<file path="src/sv/rk4p_pkg.sv">
`timescale 1ns / 1ps

package rk4p_pkg;

    // Fixed field widths
    localparam int STEP_BITS      = 21;
    localparam int CFG_BITS       = 32;
    localparam int OUT_BITS       = 32;
    localparam int CFG_INDEX_BITS = 2;

    // The multiplier takes the low MUL_SPLIT operand bits first, then the rest.
    localparam int MUL_SPLIT = 24;

    // Quotient bits produced per cycle by the divide-by-three unit.
    localparam int DIG_BITS = 16;

    // Configuration register indexes
    typedef logic [CFG_INDEX_BITS-1:0] cfg_index_t;
    localparam cfg_index_t REG_STEP_SIZE = 2'd0;
    localparam cfg_index_t REG_START_X   = 2'd1;
    localparam cfg_index_t REG_START_Y0  = 2'd2;
    localparam cfg_index_t REG_START_Y1  = 2'd3;

    // Reset values of the configuration registers
    localparam logic [STEP_BITS-1:0]       RST_STEP_SIZE = 21'd52429;
    localparam logic signed [CFG_BITS-1:0] RST_START_X   = -32'sd524288;
    localparam logic signed [CFG_BITS-1:0] RST_START_Y0  = 32'sd4068499;
    localparam logic signed [CFG_BITS-1:0] RST_START_Y1  = 32'sd2196748;

    // Datapath operations
    typedef logic [3:0] op_t;
    localparam op_t OP_NONE     = 4'd0;
    localparam op_t OP_LOAD     = 4'd1;
    localparam op_t OP_INIT     = 4'd2;
    localparam op_t OP_DERIV    = 4'd3;
    localparam op_t OP_MUL_LO   = 4'd4;
    localparam op_t OP_MUL_HI   = 4'd5;
    localparam op_t OP_MUL_SUM  = 4'd6;
    localparam op_t OP_STAGE    = 4'd7;
    localparam op_t OP_DIV_LOAD = 4'd8;
    localparam op_t OP_DIV_STEP = 4'd9;
    localparam op_t OP_UPDATE   = 4'd10;
    localparam op_t OP_EMIT     = 4'd11;

    // Multiplier operand select
    typedef logic [1:0] opnd_t;
    localparam opnd_t OPND_KA = 2'd0;
    localparam opnd_t OPND_KB = 2'd1;
    localparam opnd_t OPND_SA = 2'd2;
    localparam opnd_t OPND_SB = 2'd3;

    // Abscissa select for a derivative evaluation
    typedef logic [1:0] xsel_t;
    localparam xsel_t XSEL_X   = 2'd0;
    localparam xsel_t XSEL_MID = 2'd1;
    localparam xsel_t XSEL_END = 2'd2;

    // Command from the controller to the datapath
    typedef struct packed {
        op_t   op;
        opnd_t opnd;
        xsel_t xsel;
        logic  dbl;   // weight the derivative by two in the running sum
        logic  half;  // stage value uses k*h/2 instead of k*h
        logic  lane;  // 0 for the first unknown, 1 for the second
    } cmd_t;

endpackage

</file>
<file path="src/sv/rk4p_datapath.sv">
`timescale 1ns / 1ps

module rk4p_datapath #(
    parameter int WORD_BITS = 32,
    parameter int FRAC_BITS = 20
) (
    input  logic                                 clk,
    input  logic                                 rst_n,
    input  logic                                 cfg_wr_en,
    input  rk4p_pkg::cfg_index_t                 cfg_index,
    input  logic [rk4p_pkg::CFG_BITS-1:0]        cfg_data,
    input  rk4p_pkg::cmd_t                       cmd,
    output logic signed [rk4p_pkg::OUT_BITS-1:0] point_x,
    output logic signed [rk4p_pkg::OUT_BITS-1:0] point_y0,
    output logic signed [rk4p_pkg::OUT_BITS-1:0] point_y1,
    output logic                                 saturated
);

    localparam int W    = WORD_BITS;
    localparam int SB   = rk4p_pkg::STEP_BITS;
    localparam int MS   = rk4p_pkg::MUL_SPLIT;
    localparam int DB   = rk4p_pkg::DIG_BITS;
    localparam int SW   = W + 3;                    // weighted sum of six derivatives
    localparam int PW   = SW + SB;                  // full product width
    localparam int HIW  = SW - MS;                  // upper operand part
    localparam int LPW  = MS + SB;                  // low partial product
    localparam int HPW  = HIW + SB + 1;             // high partial product
    localparam int SATW = PW + 2;                   // common width before clamping
    localparam int DPW  = ((PW + DB - 1) / DB) * DB;
    localparam int EXTW = (W > rk4p_pkg::OUT_BITS) ? W : rk4p_pkg::OUT_BITS;
    localparam int NIBS = DB / 4;

    localparam logic signed [SATW-1:0] SAT_HI  = {{(SATW-W+1){1'b0}}, {(W-1){1'b1}}};
    localparam logic signed [SATW-1:0] SAT_LO  = ~SAT_HI;
    localparam logic signed [SATW-1:0] ONE_EXT =
        {{(SATW-FRAC_BITS-1){1'b0}}, 1'b1, {FRAC_BITS{1'b0}}};

    // Clamp to the word; the top bit of the result is the clip flag.
    function automatic logic [W:0] sat_w(input logic signed [SATW-1:0] v);
        logic [W:0] res;
        if (v > SAT_HI)
            res = {1'b1, 1'b0, {(W-1){1'b1}}};
        else if (v < SAT_LO)
            res = {1'b1, 1'b1, {(W-1){1'b0}}};
        else
            res = {1'b0, v[W-1:0]};
        return res;
    endfunction

    // One radix-16 digit of a divide by three: {quotient digit, remainder}.
    function automatic logic [5:0] div3_digit(input logic [1:0] r, input logic [3:0] n);
        logic [5:0]  v;
        logic [11:0] p;
        logic [3:0]  q;
        logic [5:0]  rr;
        v  = {r, n};
        p  = 12'(v) * 12'd43;
        q  = p[10:7];
        rr = v - ({2'b00, q} + {1'b0, q, 1'b0});
        return {q, rr[1:0]};
    endfunction

    // Configuration and integration state
    logic        [SB-1:0]                 step_reg;
    logic signed [rk4p_pkg::CFG_BITS-1:0] start_x_reg, start_y0_reg, start_y1_reg;
    logic signed [W-1:0]                  x_reg, y0_reg, y1_reg;

    // Working registers
    logic signed [W-1:0]  xm_reg, xe_reg, ya_reg, yb_reg, ka_reg, kb_reg;
    logic signed [SW-1:0] sa_reg, sb_reg;
    logic signed [PW-1:0] mp_reg, acc_reg;
    logic        [DPW-1:0] dvd_reg, quo_reg;
    logic        [1:0]    rem_reg;
    logic                 neg_reg, flag_reg;
    logic signed [rk4p_pkg::OUT_BITS-1:0] out_x_reg, out_y0_reg, out_y1_reg;
    logic                 out_sat_reg;

    // Combinational results
    logic [W:0]            lx_s, ly0_s, ly1_s, xm_s, xe_s, d0_s, d1_s, stg_s, upd_s;
    logic signed [W-1:0]   xs, ysel;
    logic signed [SATW-1:0] xs_e, ya_e, yb_e, d0_raw, d1_raw, stg_raw, upd_raw;
    logic signed [SW-1:0]  ka_w, kb_w, opnd_val;
    logic        [MS-1:0]  lo_part;
    logic signed [HIW-1:0] hi_part;
    logic        [LPW-1:0] lo_prod;
    logic signed [HPW-1:0] hi_prod;
    logic signed [PW-1:0]  stg_t, div_q, div_d;
    logic        [DPW-1:0] div_u;
    logic        [DB-1:0]  q_chunk;
    logic        [1:0]     r_tmp;
    logic        [5:0]     dig;
    logic signed [EXTW-1:0] ext_x, ext_y0, ext_y1;

    // Restart values and abscissas of the midpoint and end of the step
    always_comb
    begin
        lx_s  = sat_w(SATW'(start_x_reg));
        ly0_s = sat_w(SATW'(start_y0_reg));
        ly1_s = sat_w(SATW'(start_y1_reg));
        xm_s  = sat_w(SATW'(x_reg) + SATW'({1'b0, step_reg[SB-1:1]}));
        xe_s  = sat_w(SATW'(x_reg) + SATW'({1'b0, step_reg}));
    end

    // Derivative evaluation at the selected stage point
    always_comb
    begin
        unique case (cmd.xsel)
            rk4p_pkg::XSEL_X:   xs = x_reg;
            rk4p_pkg::XSEL_MID: xs = xm_reg;
            rk4p_pkg::XSEL_END: xs = xe_reg;
            default:            xs = x_reg;
        endcase
        xs_e   = SATW'(xs);
        ya_e   = SATW'(ya_reg);
        yb_e   = SATW'(yb_reg);
        d0_raw = -ONE_EXT - (xs_e <<< 2) + (ya_e <<< 2) - ((yb_e <<< 2) + yb_e);
        d1_raw = xs_e + ya_e - (yb_e <<< 1);
        d0_s   = sat_w(d0_raw);
        d1_s   = sat_w(d1_raw);
        ka_w   = SW'($signed(d0_s[W-1:0]));
        kb_w   = SW'($signed(d1_s[W-1:0]));
    end

    // Shared multiplier: operand times h in two partial products
    always_comb
    begin
        unique case (cmd.opnd)
            rk4p_pkg::OPND_KA: opnd_val = SW'(ka_reg);
            rk4p_pkg::OPND_KB: opnd_val = SW'(kb_reg);
            rk4p_pkg::OPND_SA: opnd_val = sa_reg;
            rk4p_pkg::OPND_SB: opnd_val = sb_reg;
            default:           opnd_val = sa_reg;
        endcase
        lo_part = opnd_val[MS-1:0];
        hi_part = opnd_val[SW-1:MS];
        lo_prod = LPW'(lo_part) * LPW'(step_reg);
        hi_prod = HPW'(hi_part) * HPW'($signed({1'b0, step_reg}));
    end

    // Stage value y + k*h (or k*h/2), floor of the scaled product
    always_comb
    begin
        ysel    = cmd.lane ? y1_reg : y0_reg;
        stg_t   = cmd.half ? (acc_reg >>> (FRAC_BITS + 1)) : (acc_reg >>> FRAC_BITS);
        stg_raw = SATW'(ysel) + SATW'(stg_t);
        stg_s   = sat_w(stg_raw);
    end

    // Divide by six: halve by shifting, then divide the magnitude code by three.
    // The remainder carries from one digit cycle to the next.
    always_comb
    begin
        div_q = acc_reg >>> (FRAC_BITS + 1);
        div_u = DPW'($unsigned(div_q[PW-1] ? ~div_q : div_q));
        r_tmp = rem_reg;
        q_chunk = '0;
        for (int i = 0; i < NIBS; i++)
        begin
            dig = div3_digit(r_tmp, dvd_reg[DPW-1-4*i -: 4]);
            q_chunk[DB-1-4*i -: 4] = dig[5:2];
            r_tmp = dig[1:0];
        end
        div_d   = neg_reg ? ~$signed(quo_reg[PW-1:0]) : $signed(quo_reg[PW-1:0]);
        upd_raw = SATW'(ysel) + SATW'(div_d);
        upd_s   = sat_w(upd_raw);
    end

    // Result fields are the low bits of the sign-extended word
    always_comb
    begin
        ext_x  = EXTW'(x_reg);
        ext_y0 = EXTW'(y0_reg);
        ext_y1 = EXTW'(y1_reg);
    end

    // Configuration registers and the integration point
    always_ff @(posedge clk or negedge rst_n)
    begin
        if (!rst_n)
        begin
            step_reg     <= rk4p_pkg::RST_STEP_SIZE;
            start_x_reg  <= rk4p_pkg::RST_START_X;
            start_y0_reg <= rk4p_pkg::RST_START_Y0;
            start_y1_reg <= rk4p_pkg::RST_START_Y1;
            x_reg        <= W'(sat_w(SATW'(rk4p_pkg::RST_START_X)));
            y0_reg       <= W'(sat_w(SATW'(rk4p_pkg::RST_START_Y0)));
            y1_reg       <= W'(sat_w(SATW'(rk4p_pkg::RST_START_Y1)));
        end
        else
        begin
            if (cfg_wr_en)
            begin
                unique case (cfg_index)
                    rk4p_pkg::REG_STEP_SIZE: step_reg     <= cfg_data[SB-1:0];
                    rk4p_pkg::REG_START_X:   start_x_reg  <= cfg_data;
                    rk4p_pkg::REG_START_Y0:  start_y0_reg <= cfg_data;
                    rk4p_pkg::REG_START_Y1:  start_y1_reg <= cfg_data;
                    default:                 step_reg     <= step_reg;
                endcase
            end
            if (cmd.op == rk4p_pkg::OP_LOAD)
            begin
                x_reg  <= lx_s[W-1:0];
                y0_reg <= ly0_s[W-1:0];
                y1_reg <= ly1_s[W-1:0];
            end
            else if (cmd.op == rk4p_pkg::OP_UPDATE)
            begin
                if (cmd.lane)
                begin
                    y1_reg <= upd_s[W-1:0];
                    x_reg  <= xe_reg;
                end
                else
                begin
                    y0_reg <= upd_s[W-1:0];
                end
            end
        end
    end

    // Working registers, driven by the controller's command
    always_ff @(posedge clk)
    begin
        unique case (cmd.op)
            rk4p_pkg::OP_LOAD:
            begin
                flag_reg <= lx_s[W] | ly0_s[W] | ly1_s[W];
            end
            rk4p_pkg::OP_INIT:
            begin
                xm_reg   <= xm_s[W-1:0];
                xe_reg   <= xe_s[W-1:0];
                ya_reg   <= y0_reg;
                yb_reg   <= y1_reg;
                sa_reg   <= '0;
                sb_reg   <= '0;
                flag_reg <= xm_s[W] | xe_s[W];
            end
            rk4p_pkg::OP_DERIV:
            begin
                ka_reg   <= d0_s[W-1:0];
                kb_reg   <= d1_s[W-1:0];
                sa_reg   <= sa_reg + (cmd.dbl ? (ka_w <<< 1) : ka_w);
                sb_reg   <= sb_reg + (cmd.dbl ? (kb_w <<< 1) : kb_w);
                flag_reg <= flag_reg | d0_s[W] | d1_s[W];
            end
            rk4p_pkg::OP_MUL_LO:
            begin
                mp_reg <= PW'(lo_prod);
            end
            rk4p_pkg::OP_MUL_HI:
            begin
                acc_reg <= mp_reg;
                mp_reg  <= PW'(hi_prod);
            end
            rk4p_pkg::OP_MUL_SUM:
            begin
                acc_reg <= acc_reg + (mp_reg <<< MS);
            end
            rk4p_pkg::OP_STAGE:
            begin
                if (cmd.lane)
                    yb_reg <= stg_s[W-1:0];
                else
                    ya_reg <= stg_s[W-1:0];
                flag_reg <= flag_reg | stg_s[W];
            end
            rk4p_pkg::OP_DIV_LOAD:
            begin
                dvd_reg <= div_u;
                quo_reg <= '0;
                rem_reg <= 2'b00;
                neg_reg <= div_q[PW-1];
            end
            rk4p_pkg::OP_DIV_STEP:
            begin
                dvd_reg <= dvd_reg << DB;
                quo_reg <= {quo_reg[DPW-DB-1:0], q_chunk};
                rem_reg <= r_tmp;
            end
            rk4p_pkg::OP_UPDATE:
            begin
                flag_reg <= flag_reg | upd_s[W];
            end
            rk4p_pkg::OP_EMIT:
            begin
                out_x_reg   <= ext_x[rk4p_pkg::OUT_BITS-1:0];
                out_y0_reg  <= ext_y0[rk4p_pkg::OUT_BITS-1:0];
                out_y1_reg  <= ext_y1[rk4p_pkg::OUT_BITS-1:0];
                out_sat_reg <= flag_reg;
            end
            default:
            begin
                flag_reg <= flag_reg;
            end
        endcase
    end

    assign point_x   = out_x_reg;
    assign point_y0  = out_y0_reg;
    assign point_y1  = out_y1_reg;
    assign saturated = out_sat_reg;

endmodule

</file>
<file path="src/sv/rk4p_ctrl.sv">
`timescale 1ns / 1ps

module rk4p_ctrl #(
    parameter int DIV_STEPS = 4
) (
    input  logic           clk,
    input  logic           rst_n,
    input  logic           in_valid,
    input  logic           in_restart,
    output logic           in_ready,
    output logic           out_valid,
    input  logic           out_ready,
    output rk4p_pkg::cmd_t cmd
);

    localparam int CW = (DIV_STEPS > 1) ? $clog2(DIV_STEPS) : 1;

    localparam logic [3:0] ST_IDLE  = 4'd0;
    localparam logic [3:0] ST_LOAD  = 4'd1;
    localparam logic [3:0] ST_INIT  = 4'd2;
    localparam logic [3:0] ST_DERIV = 4'd3;
    localparam logic [3:0] ST_MLO   = 4'd4;
    localparam logic [3:0] ST_MHI   = 4'd5;
    localparam logic [3:0] ST_MSUM  = 4'd6;
    localparam logic [3:0] ST_STAGE = 4'd7;
    localparam logic [3:0] ST_DLOAD = 4'd8;
    localparam logic [3:0] ST_DSTEP = 4'd9;
    localparam logic [3:0] ST_UPD   = 4'd10;
    localparam logic [3:0] ST_FIN   = 4'd11;

    logic [3:0]    state_reg, state_next;
    logic [1:0]    stage_reg, stage_next;
    logic          lane_reg, lane_next;
    logic [CW-1:0] cnt_reg, cnt_next;
    logic          out_valid_reg, out_valid_next;
    logic          last_stage;
    logic          out_free;

    assign last_stage = (stage_reg == 2'd3);
    assign out_free   = !out_valid_reg || out_ready;
    assign in_ready   = (state_reg == ST_IDLE);
    assign out_valid  = out_valid_reg;

    // Sequencer: command for this cycle and next state
    always_comb
    begin
        state_next = state_reg;
        stage_next = stage_reg;
        lane_next  = lane_reg;
        cnt_next   = cnt_reg;
        cmd.op     = rk4p_pkg::OP_NONE;
        cmd.opnd   = lane_reg ? rk4p_pkg::OPND_KB : rk4p_pkg::OPND_KA;
        cmd.xsel   = rk4p_pkg::XSEL_X;
        cmd.dbl    = (stage_reg == 2'd1) || (stage_reg == 2'd2);
        cmd.half   = (stage_reg != 2'd2);
        cmd.lane   = lane_reg;
        if (last_stage)
            cmd.opnd = lane_reg ? rk4p_pkg::OPND_SB : rk4p_pkg::OPND_SA;

        unique case (state_reg)
            ST_IDLE:
            begin
                if (in_valid)
                    state_next = in_restart ? ST_LOAD : ST_INIT;
            end
            ST_LOAD:
            begin
                cmd.op     = rk4p_pkg::OP_LOAD;
                state_next = ST_FIN;
            end
            ST_INIT:
            begin
                cmd.op     = rk4p_pkg::OP_INIT;
                stage_next = 2'd0;
                lane_next  = 1'b0;
                state_next = ST_DERIV;
            end
            ST_DERIV:
            begin
                cmd.op = rk4p_pkg::OP_DERIV;
                if (stage_reg == 2'd0)
                    cmd.xsel = rk4p_pkg::XSEL_X;
                else if (last_stage)
                    cmd.xsel = rk4p_pkg::XSEL_END;
                else
                    cmd.xsel = rk4p_pkg::XSEL_MID;
                state_next = ST_MLO;
            end
            ST_MLO:
            begin
                cmd.op     = rk4p_pkg::OP_MUL_LO;
                state_next = ST_MHI;
            end
            ST_MHI:
            begin
                cmd.op     = rk4p_pkg::OP_MUL_HI;
                state_next = ST_MSUM;
            end
            ST_MSUM:
            begin
                cmd.op     = rk4p_pkg::OP_MUL_SUM;
                state_next = last_stage ? ST_DLOAD : ST_STAGE;
            end
            ST_STAGE:
            begin
                cmd.op = rk4p_pkg::OP_STAGE;
                if (!lane_reg)
                begin
                    lane_next  = 1'b1;
                    state_next = ST_MLO;
                end
                else
                begin
                    lane_next  = 1'b0;
                    stage_next = stage_reg + 2'd1;
                    state_next = ST_DERIV;
                end
            end
            ST_DLOAD:
            begin
                cmd.op     = rk4p_pkg::OP_DIV_LOAD;
                cnt_next   = CW'(DIV_STEPS - 1);
                state_next = ST_DSTEP;
            end
            ST_DSTEP:
            begin
                cmd.op = rk4p_pkg::OP_DIV_STEP;
                if (cnt_reg == '0)
                    state_next = ST_UPD;
                else
                    cnt_next = cnt_reg - 1'b1;
            end
            ST_UPD:
            begin
                cmd.op = rk4p_pkg::OP_UPDATE;
                if (!lane_reg)
                begin
                    lane_next  = 1'b1;
                    state_next = ST_MLO;
                end
                else
                begin
                    lane_next  = 1'b0;
                    state_next = ST_FIN;
                end
            end
            ST_FIN:
            begin
                if (out_free)
                begin
                    cmd.op     = rk4p_pkg::OP_EMIT;
                    state_next = ST_IDLE;
                end
            end
            default:
            begin
                state_next = ST_IDLE;
            end
        endcase
    end

    // Output valid flag: set when a result is loaded, cleared when taken
    always_comb
    begin
        out_valid_next = out_valid_reg;
        if (cmd.op == rk4p_pkg::OP_EMIT)
            out_valid_next = 1'b1;
        else if (out_ready)
            out_valid_next = 1'b0;
    end

    always_ff @(posedge clk or negedge rst_n)
    begin
        if (!rst_n)
        begin
            state_reg     <= ST_IDLE;
            stage_reg     <= 2'd0;
            lane_reg      <= 1'b0;
            cnt_reg       <= '0;
            out_valid_reg <= 1'b0;
        end
        else
        begin
            state_reg     <= state_next;
            stage_reg     <= stage_next;
            lane_reg      <= lane_next;
            cnt_reg       <= cnt_next;
            out_valid_reg <= out_valid_next;
        end
    end

`ifndef NO_ASSERTIONS
    // The datapath stays quiet while the block waits for a request.
    a_idle_quiet: assert property (@(posedge clk) disable iff (!rst_n)
        (state_reg == ST_IDLE) |-> (cmd.op == rk4p_pkg::OP_NONE))
        else $error("datapath command issued while idle");

    // A result is never loaded over one that has not been taken.
    a_emit_free: assert property (@(posedge clk) disable iff (!rst_n)
        (cmd.op == rk4p_pkg::OP_EMIT) |-> (!out_valid_reg || out_ready))
        else $error("result overwritten before it was taken");

    // An accepted request starts either a reload or a step.
    a_accept_start: assert property (@(posedge clk) disable iff (!rst_n)
        (in_valid && in_ready) |=> (state_reg == ST_LOAD || state_reg == ST_INIT))
        else $error("accepted request did not start");

    // The divide counter stays within the number of digit cycles.
    a_div_count: assert property (@(posedge clk) disable iff (!rst_n)
        (state_reg == ST_DSTEP) |-> (cnt_reg <= CW'(DIV_STEPS - 1)))
        else $error("divide counter out of range");
`endif

endmodule

</file>
<file path="src/sv/rk4_linear_ode_pair_stepper.sv">
`timescale 1ns / 1ps

// Channel   Direction  Signals                    Contents
// s_*       in         s_tvalid s_tready s_tdata  request: restart at bit 0
// m_*       out        m_tvalid m_tready m_tdata  result: x, y0, y1, saturated
// cfg_*     in         cfg_wr_en cfg_index cfg_data  register writes, no read-back
//
// A restart request loads the point from the start registers, then the result into the
// output register. A step request runs the four derivative stages through the single
// shared multiplier; for each unknown the divide-by-three unit then takes D digit steps
// of 16 bits each (D = 4 at the default word size) before the result is loaded.
// A new request is accepted once the previous result is loaded into the output
// register, so the next item runs while a finished result waits on m_tready.
// Reset loads the start registers with their defaults and the point with the start.
module rk4_linear_ode_pair_stepper #(
    parameter int WORD_BITS = 32,
    parameter int FRAC_BITS = 20
) (
    input  logic                                   clk,
    input  logic                                   rst_n,
    input  logic                                   s_tvalid,
    output logic                                   s_tready,
    input  logic [7:0]                             s_tdata,   // [0] restart, [7:1] zero
    output logic                                   m_tvalid,
    input  logic                                   m_tready,
    // [31:0] point_x, [63:32] point_y0, [95:64] point_y1, [96] saturated, [103:97] zero
    output logic [103:0]                           m_tdata,
    input  logic                                   cfg_wr_en,
    input  rk4p_pkg::cfg_index_t                   cfg_index,
    input  logic [rk4p_pkg::CFG_BITS-1:0]          cfg_data
);

    localparam int PW        = WORD_BITS + 3 + rk4p_pkg::STEP_BITS;
    localparam int DIV_STEPS = (PW + rk4p_pkg::DIG_BITS - 1) / rk4p_pkg::DIG_BITS;

    rk4p_pkg::cmd_t                       cmd;
    logic signed [rk4p_pkg::OUT_BITS-1:0] point_x, point_y0, point_y1;
    logic                                 saturated;

    // Sequencer
    rk4p_ctrl #(
        .DIV_STEPS (DIV_STEPS)
    ) u_ctrl (
        .clk        (clk),
        .rst_n      (rst_n),
        .in_valid   (s_tvalid),
        .in_restart (s_tdata[0]),
        .in_ready   (s_tready),
        .out_valid  (m_tvalid),
        .out_ready  (m_tready),
        .cmd        (cmd)
    );

    // Arithmetic, state and output register
    rk4p_datapath #(
        .WORD_BITS (WORD_BITS),
        .FRAC_BITS (FRAC_BITS)
    ) u_datapath (
        .clk       (clk),
        .rst_n     (rst_n),
        .cfg_wr_en (cfg_wr_en),
        .cfg_index (cfg_index),
        .cfg_data  (cfg_data),
        .cmd       (cmd),
        .point_x   (point_x),
        .point_y0  (point_y0),
        .point_y1  (point_y1),
        .saturated (saturated)
    );

    // Result packing, first field in the lowest bits
    assign m_tdata = {7'b0, saturated, point_y1, point_y0, point_x};

endmodule
</file>
<file path="config.mk">
export PLATFORM = sky130hd
export DESIGN_NAME = rk4_linear_ode_pair_stepper
export DESIGN_NICKNAME = d
export VERILOG_FILES = /design/src/sv/rk4p_pkg.sv /design/src/sv/rk4p_datapath.sv /design/src/sv/rk4p_ctrl.sv /design/src/sv/rk4_linear_ode_pair_stepper.sv
export SDC_FILE = /design/constraint.sdc
export NUM_CORES = 2
export LEC_CHECK = 0
export BUFFER_PORTS_ARGS = -buffer_cell sky130_fd_sc_hd__buf_2
export CAP_MARGIN = 25
export CORE_ASPECT_RATIO = 0.5
export CORE_MARGIN = 2
export CORE_UTILIZATION = 67
export CTS_BUF_LIST = sky130_fd_sc_hd__clkbuf_8
export DETAILED_ROUTE_END_ITERATION = 8
export PLACE_DENSITY = 0.82
export SETUP_SLACK_MARGIN = 0.2
export SLEW_MARGIN = 20
export SYNTH_ARGS = -nofsm -noshare
export SYNTH_HDL_FRONTEND = slang
export SYNTH_SLANG_ARGS = --single-unit
export TNS_END_PERCENT = 10
</file>
<file path="constraint.sdc">
create_clock -name clk -period 16.1 [get_ports clk]
set_clock_uncertainty 0.1 [all_clocks]
set_input_delay 4.83 -clock clk [delete_from_list [all_inputs] [get_ports clk]]
set_output_delay 4.83 -clock clk [all_outputs]
set_load 0.01 [all_outputs]
</file>
Word level (Yosys, flattened, before mapping). Cells that the tools add are included.

Shift operators: 0. $lt $le $gt $ge: 18. Div/mod/pow operators: 0. Reductions and logical operators: 32. Bitwise logic cells: 9. Mux-type cells: 71. Add/subtract/negate cells: 23. Multipliers: 6. Equality and inequality tests: 42.

Operators with widths (number): $mux W33 (18); $mux W32 (14); $gt A58 B32 Y1 const B (6); $lt A58 B32 Y1 const B (6); $pmux W56 S2 (3); $pmux W32 S2 (3); $pmux W35 S2 (2); $pmux W35 S4 (1); $pmux W64 S2 (1); $mux W56 (2); $gt A32 B32 Y1 const B (3); $lt A32 B32 Y1 const B (3); $add A35 B33 Y35 (2); $sub A58 B58 Y58 (1); $add A32 B56 Y57 (1); $add A56 B56 Y56 (1); $not A35 Y56 (1); $not A56 Y56 (1); $pmux W4 S12 (1); $mul A24 B21 Y45 (1); $mul A6 B6 Y11 const B (4); $pmux W4 S11 (1); $add A32 B36 Y37 (1); $add A35 B34 Y36 (1); 37 further kinds (123).

Output and inout port bits: 106. Memory bits (writable): 0. Input port bits: 47. Logic and storage cells: 232. ROM bits: 0. Memories: 0. Register bits after elaboration: 818. Bits in latches: 0.

Logic depth before layout (Yosys ltp).
Depth in word-level cells: 15. Depth in mapped cells: 59. Mapped depth without buffers: 59.

Modules after synthesis. A second synthesis with hierarchy kept.

Cells, all modules: 7998. Area total of the unflattened synthesis: 78470.3 um^2.

Modules (own cells, without submodules): rk4p_datapath (seq. area each 22385.2 um^2, area an instance 77573.1 um^2, times used 1, cells an instance 7887); rk4p_ctrl (seq. area each 250.2 um^2, area an instance 833.3 um^2, times used 1, cells an instance 102); rk4_linear_ode_pair_stepper (seq. area each 0.0 um^2, area an instance 63.8 um^2, times used 1, cells an instance 9).

Worst setup path after synthesis. No wires, ideal clock.

Kind: input to register. From: input port m_tready. To: register u_ctrl.out_valid_reg (netlist: u_ctrl.out_valid). Setup time: 123 ps. Path buffers: 0. Data required time: 15877 ps. Stages: 6. Setup slack: 332 ps. Arrival time: 15545 ps. Cell sequence: nor2b_1 -> nand3_1 -> nand3_1 -> or2_2 -> nor4_1 -> or2_2.

Word-level cells in the longest chain between the ends: 5.

RTL lines: from (decl) (line rk4_linear_ode_pair_stepper.sv:25) `input logic m_tready,`; $logic_or A1 B1 Y1 (line rk4p_ctrl.sv:40) `assign out_free = !out_valid_reg || out_ready;`; $mux W4 (line rk4p_ctrl.sv:149) `if (out_free)`; $pmux W4 S11 (line rk4p_ctrl.sv:60) `unique case (state_reg)`; $eq A4 B4 Y1 (line rk4p_ctrl.sv:166) `if (cmd.op == rk4p_pkg::OP_EMIT)`; $mux W1 (line rk4p_ctrl.sv:166); named net u_ctrl.out_valid_next (line rk4p_ctrl.sv:35) `logic out_valid_reg, out_valid_next;`; to (signal assigned) (line rk4p_ctrl.sv:188) `out_valid_reg <= out_valid_next;`; to (decl) (line rk4p_ctrl.sv:35).

The timed path passes the listed nets, and every way through them passes these cells. A chain may end at the register's enable or synchronous reset.

Worst setup path in the final report.
From: register u_ctrl.stage_reg[0]. To: register u_datapath.sa_reg[33] (data pin).

Word-level cells in the longest chain between the ends: 15.

RTL lines: from (decl) (line rk4p_ctrl.sv:32) `logic [1:0] stage_reg, stage_next;`; from (signal assigned) (line rk4p_ctrl.sv:185) `stage_reg <= stage_next;`; $eq A2 B2 Y1 (line rk4p_ctrl.sv:39) `assign last_stage = (stage_reg == 2'd3);`; $mux W2 (line rk4p_ctrl.sv:83) `else if (last_stage)`; $mux W2 (line rk4p_ctrl.sv:81) `if (stage_reg == 2'd0)`; $mux W2 (line rk4p_ctrl.sv:60); $eq A2 B2 Y1 / $eq A2 B1 Y1 (equally long branches) (line rk4p_datapath.sv:107) `unique case (cmd.xsel)`; $pmux W32 S2 (line rk4p_datapath.sv:107); $sub A21 B34 Y35 (line rk4p_datapath.sv:116) `d0_raw = -ONE_EXT - (xs_e <<< 2) + (ya_e <<< 2) - ((yb_e <<< 2) + yb_e);`; $add A35 B34 Y36 (line rk4p_datapath.sv:116); $sub A58 B58 Y58 (line rk4p_datapath.sv:116); $lt A58 B32 Y1 (line rk4p_datapath.sv:43) `else if (v < SAT_LO)`; $mux W33 (line rk4p_datapath.sv:43); $mux W33 (line rk4p_datapath.sv:41) `if (v > SAT_HI)`; $mux W32 (line rk4p_datapath.sv:244) `sa_reg <= sa_reg + (cmd.dbl ? (ka_w <<< 1) : ka_w);`; $add A35 B33 Y35 * (line rk4p_datapath.sv:244); $pmux W35 S2 * (line rk4p_datapath.sv:225) `unique case (cmd.op)`; to (signal assigned) (line rk4p_datapath.sv:244); to (decl) (line rk4p_datapath.sv:70) `logic signed [SW-1:0] sa_reg, sb_reg;`.

Every way passes the cells marked *; elsewhere a longest branch is shown, timed or not.

==> qor.csv <==
stage,metric,value,unit
worst_hold_path,Hold Startpoint,u_datapath.flag_reg$_DFFE_PP_,
final_layout,Area growth syn-to-layout,5.65,%
route,detailed-router iteration count before antenna repair,6,
critical_path,endpoint class of the critical path,register,
final_layout,max reg flops,64,
worst_hold_path,Hold EP,u_datapath.saturated$_DFFE_PP_,
logic_synthesis,Async SR Flop Fraction,0.283,
timing,Final setup viols,0,
timing,Final Cycle Share,0.848,
clock_tree,Root Buffer,clkbuf_8,
global_route,initial antenna violation count,19,
critical_path,Worst Path Required,16600,ps
floorplan,die height,247,um
timing,final hold vios,0,
critical_path,WS Path Type,register to register,
critical_path,reg2reg start,u_ctrl.stage_reg[0]$_DFFE_PN0P_,
route,Vias per Instance,6.33,
clock_tree,cts hold-fix bufs,0,
logic_synthesis,post-synthesis cell area,79300,um^2
timing,RSZ-0062 raised after global routing,no,
floorplan,I/O Pins,153,
route,DR vias,62900,
final_layout,number of fill cells,8782,
clock_tree,Clock Path Buffers,3,
clock_tree,Worst-Skew Late Latency,900,ps
floorplan,Rows,89,
route,Initial DRC Count,7014,
critical_path,Reg2Reg Depth,49,
logic_synthesis,Post-synth EDFFs,565,
logic_synthesis,Mean Syn Cell Area,9.58,um^2
floorplan,Core Region,118000,um^2
global_route,total global routing overflow,0,
logic_synthesis,ys flop type,edfxtp_1,
critical_path,CP Launch Type,register,
critical_path,critical path arrival,14160,ps
logic_synthesis,multiplexer area fraction after synthesis,0.0411,
global_route,largest net degree at the start of global routing,122,
clock_tree,CTS Buf Count,117,
route,Routed Antenna Nets,0,
critical_path,R2R Path End,u_datapath.sa_reg[33]$_SDFFCE_PN0P_,
global_route,first-pass GRT wire length,349000,um
route,residual DRC count,0,
global_route,met3 usage,0.100,
timing,fmax,73.2,MHz
global_route,GRT Max-Usage Layer,met2,
logic_synthesis,Synth cell types,94,
logic_synthesis,Synth Instances,8273,
critical_path,r2r setup slk,2440,ps
logic_synthesis,register bit total from synthesis,788,
final_layout,Final #Nets,9670,
logic_synthesis,adder-cell share of the synthesized area,0.279,
critical_path,maximum fanout along the worst path,52,
status,outcome,completed,
logic_synthesis,Yosys Warn Count,0,
placed_design,I/O Buffers,138,
logic_synthesis,"Seq/Total Area, Yosys",0.285,
logic_synthesis,XOR/XNOR Fraction of Synth Area,0.0567,
logic_synthesis,Compound-Gate Fraction of Synth Area,0.135,
clock_tree,clock sinks,788,
floorplan,starting density of the core,0.674,
logic_synthesis,most common cell in the netlist,nand2_1,
global_route,met1 usage,0.520,
logic_synthesis,largest family of logic cells by synthesized area,adder cells,
logic_synthesis,Synth Area in Simple Gates,0.143,
clock_tree,PostCTS Resize Cnt,0,
worst_hold_path,Min-Delay Path Depth,0,
timing,hold_ws,375,ps
placed_design,GPL Wtd Cong,1.01,
logic_synthesis,top-area cell type share of the netlist area,0.214,
global_route,grt met2 use,0.567,
critical_path,crit-path max cell delay,760,ps
global_route,vias in the first global route,61000,
critical_path,crit-path most repeated cell,o21ai_0,
timing,clock period minus worst slack,13660,ps
logic_synthesis,most frequent cells after synthesis,"nand2_1 (1057), inv_1 (859), ha_1 (756)",
clock_tree,H-tree depth,3,
route,final wirelength,228000,um
clock_tree,post-CTS setup buffers,0,
logic_synthesis,Synth area leader,edfxtp_1,
logic_synthesis,synth top area cells,"edfxtp_1 (21%), fa_1 (16%), ha_1 (12%)",
final_layout,layout cell share with drive strength beyond 1,0.0950,
run,Max Cap Viol,0,
global_route,All-Layer GR Usage,0.374,
route,Avg WL per Cell,23.0,um
floorplan,die area,121000,um^2
worst_hold_path,worst min path class,register to register,
critical_path,Critical Path Slowest Stage Cell,ha_2,
timing,Slew headroom,0.313,
placed_design,Detail Placement HPWL,173000,um
timing,Fin Setup TNS,0,ps
clock_tree,CTS tree,built,
clock_tree,clock-pin slew on the worst setup and hold paths,70,ps
timing,"Slew Viols, Final",0,
timing,worst slew pin tran,1030,ps
floorplan,Die W,491,um
-- kinds of logic (layout without fill, tap and decap cells) --
family | count (synthesis) | in the layout
and+or+nand+nor | 2424 | 2424
muxes | 256 | 256
other | 1 | 17
xor gates and xnor gates | 513 | 513
buffers and inverters | 1238 | 1295
adders and majority gates | 1390 | 1390
DFF | 788 | 788
AOI/OAI and AO/OA | 1663 | 1663
-- critical path: cells and delay by family (launching register included) --
kind	cells	cell delay, ps
DFF	1	440
xor gates and xnor gates	3	350
AOI/OAI and AO/OA	26	6910
buffers and inverters	4	840
adders and majority gates	6	2650
and+or+nand+nor	10	2070
-- layout make-up --
type,count,area [um^2],area share
clock inverters,89,713,0.00851
flip-flops and latches,788,22600,0.270
clock buffers,133,1830,0.0219
repair buffers,212,1280,0.0152
multi-input cells,6253,52100,0.621
well taps,1592,1990,0.0238
inverters,861,3230,0.0386
diodes,10,25.0,0.000299
-- layer usage --
metal,wire (um),vias to the layer above
li1,-,28200
met1,90100,30700
met2,99300,3476
met3,30200,549
met4,8570,4
met5,60,-
-- worst max path at each step --
stage / startpoint / endpoint / slack [ps] / cells after the start
2_1_floorplan: m_tready / u_ctrl.out_valid$_DFFE_PN0P_ / 330 / 6
3_3_place_gp: u_ctrl.stage_reg[0]$_DFFE_PN0P_ / u_datapath.sa_reg[33]$_SDFFCE_PN0P_ / 2770 / 49
3_5_place_dp: u_datapath.dvd_reg[61]$_SDFFCE_PN0P_ / u_datapath.rem_reg[1]$_SDFFCE_PN0P_ / 2600 / 53
4_1_cts: u_datapath.dvd_reg[61]$_SDFFCE_PN0P_ / u_datapath.rem_reg[1]$_SDFFCE_PN0P_ / 2490 / 53
5_1_grt: u_ctrl.stage_reg[0]$_DFFE_PN0P_ / u_datapath.sa_reg[33]$_SDFFCE_PN0P_ / 1450 / 49
6_report: u_ctrl.stage_reg[0]$_DFFE_PN0P_ / u_datapath.sa_reg[33]$_SDFFCE_PN0P_ / 2440 / 49
-- metrics by stage --
step | setup slack (ps) | cells | instance area (um^2) | utilization
global route | 1450 | 9934 | 83800 | 0.712
global placement | 2770 | 9704 | 81200 | 0.690
CTS | 2490 | 9926 | 83700 | 0.712
floorplan | 332 | 8279 | 79300 | -
finish | 2440 | 9938 | 83800 | 0.712
detailed placement | 2600 | 9704 | 81200 | 0.690
-- layout by cell type (no fill, tap or decap), types with 233 or more instances in the layout --
cell and count:
a21oi_1 466, and2_1 389, edfxtp_1 565, fa_1 634, ha_1 753, inv_1 900
nand2_1 1053, nor2_1 424, o21ai_0 358, xnor2_1 280, xor2_1 233
Power is not shown: default switching activity piles up to over one toggle a cycle in this logic, so the estimate is an artifact.
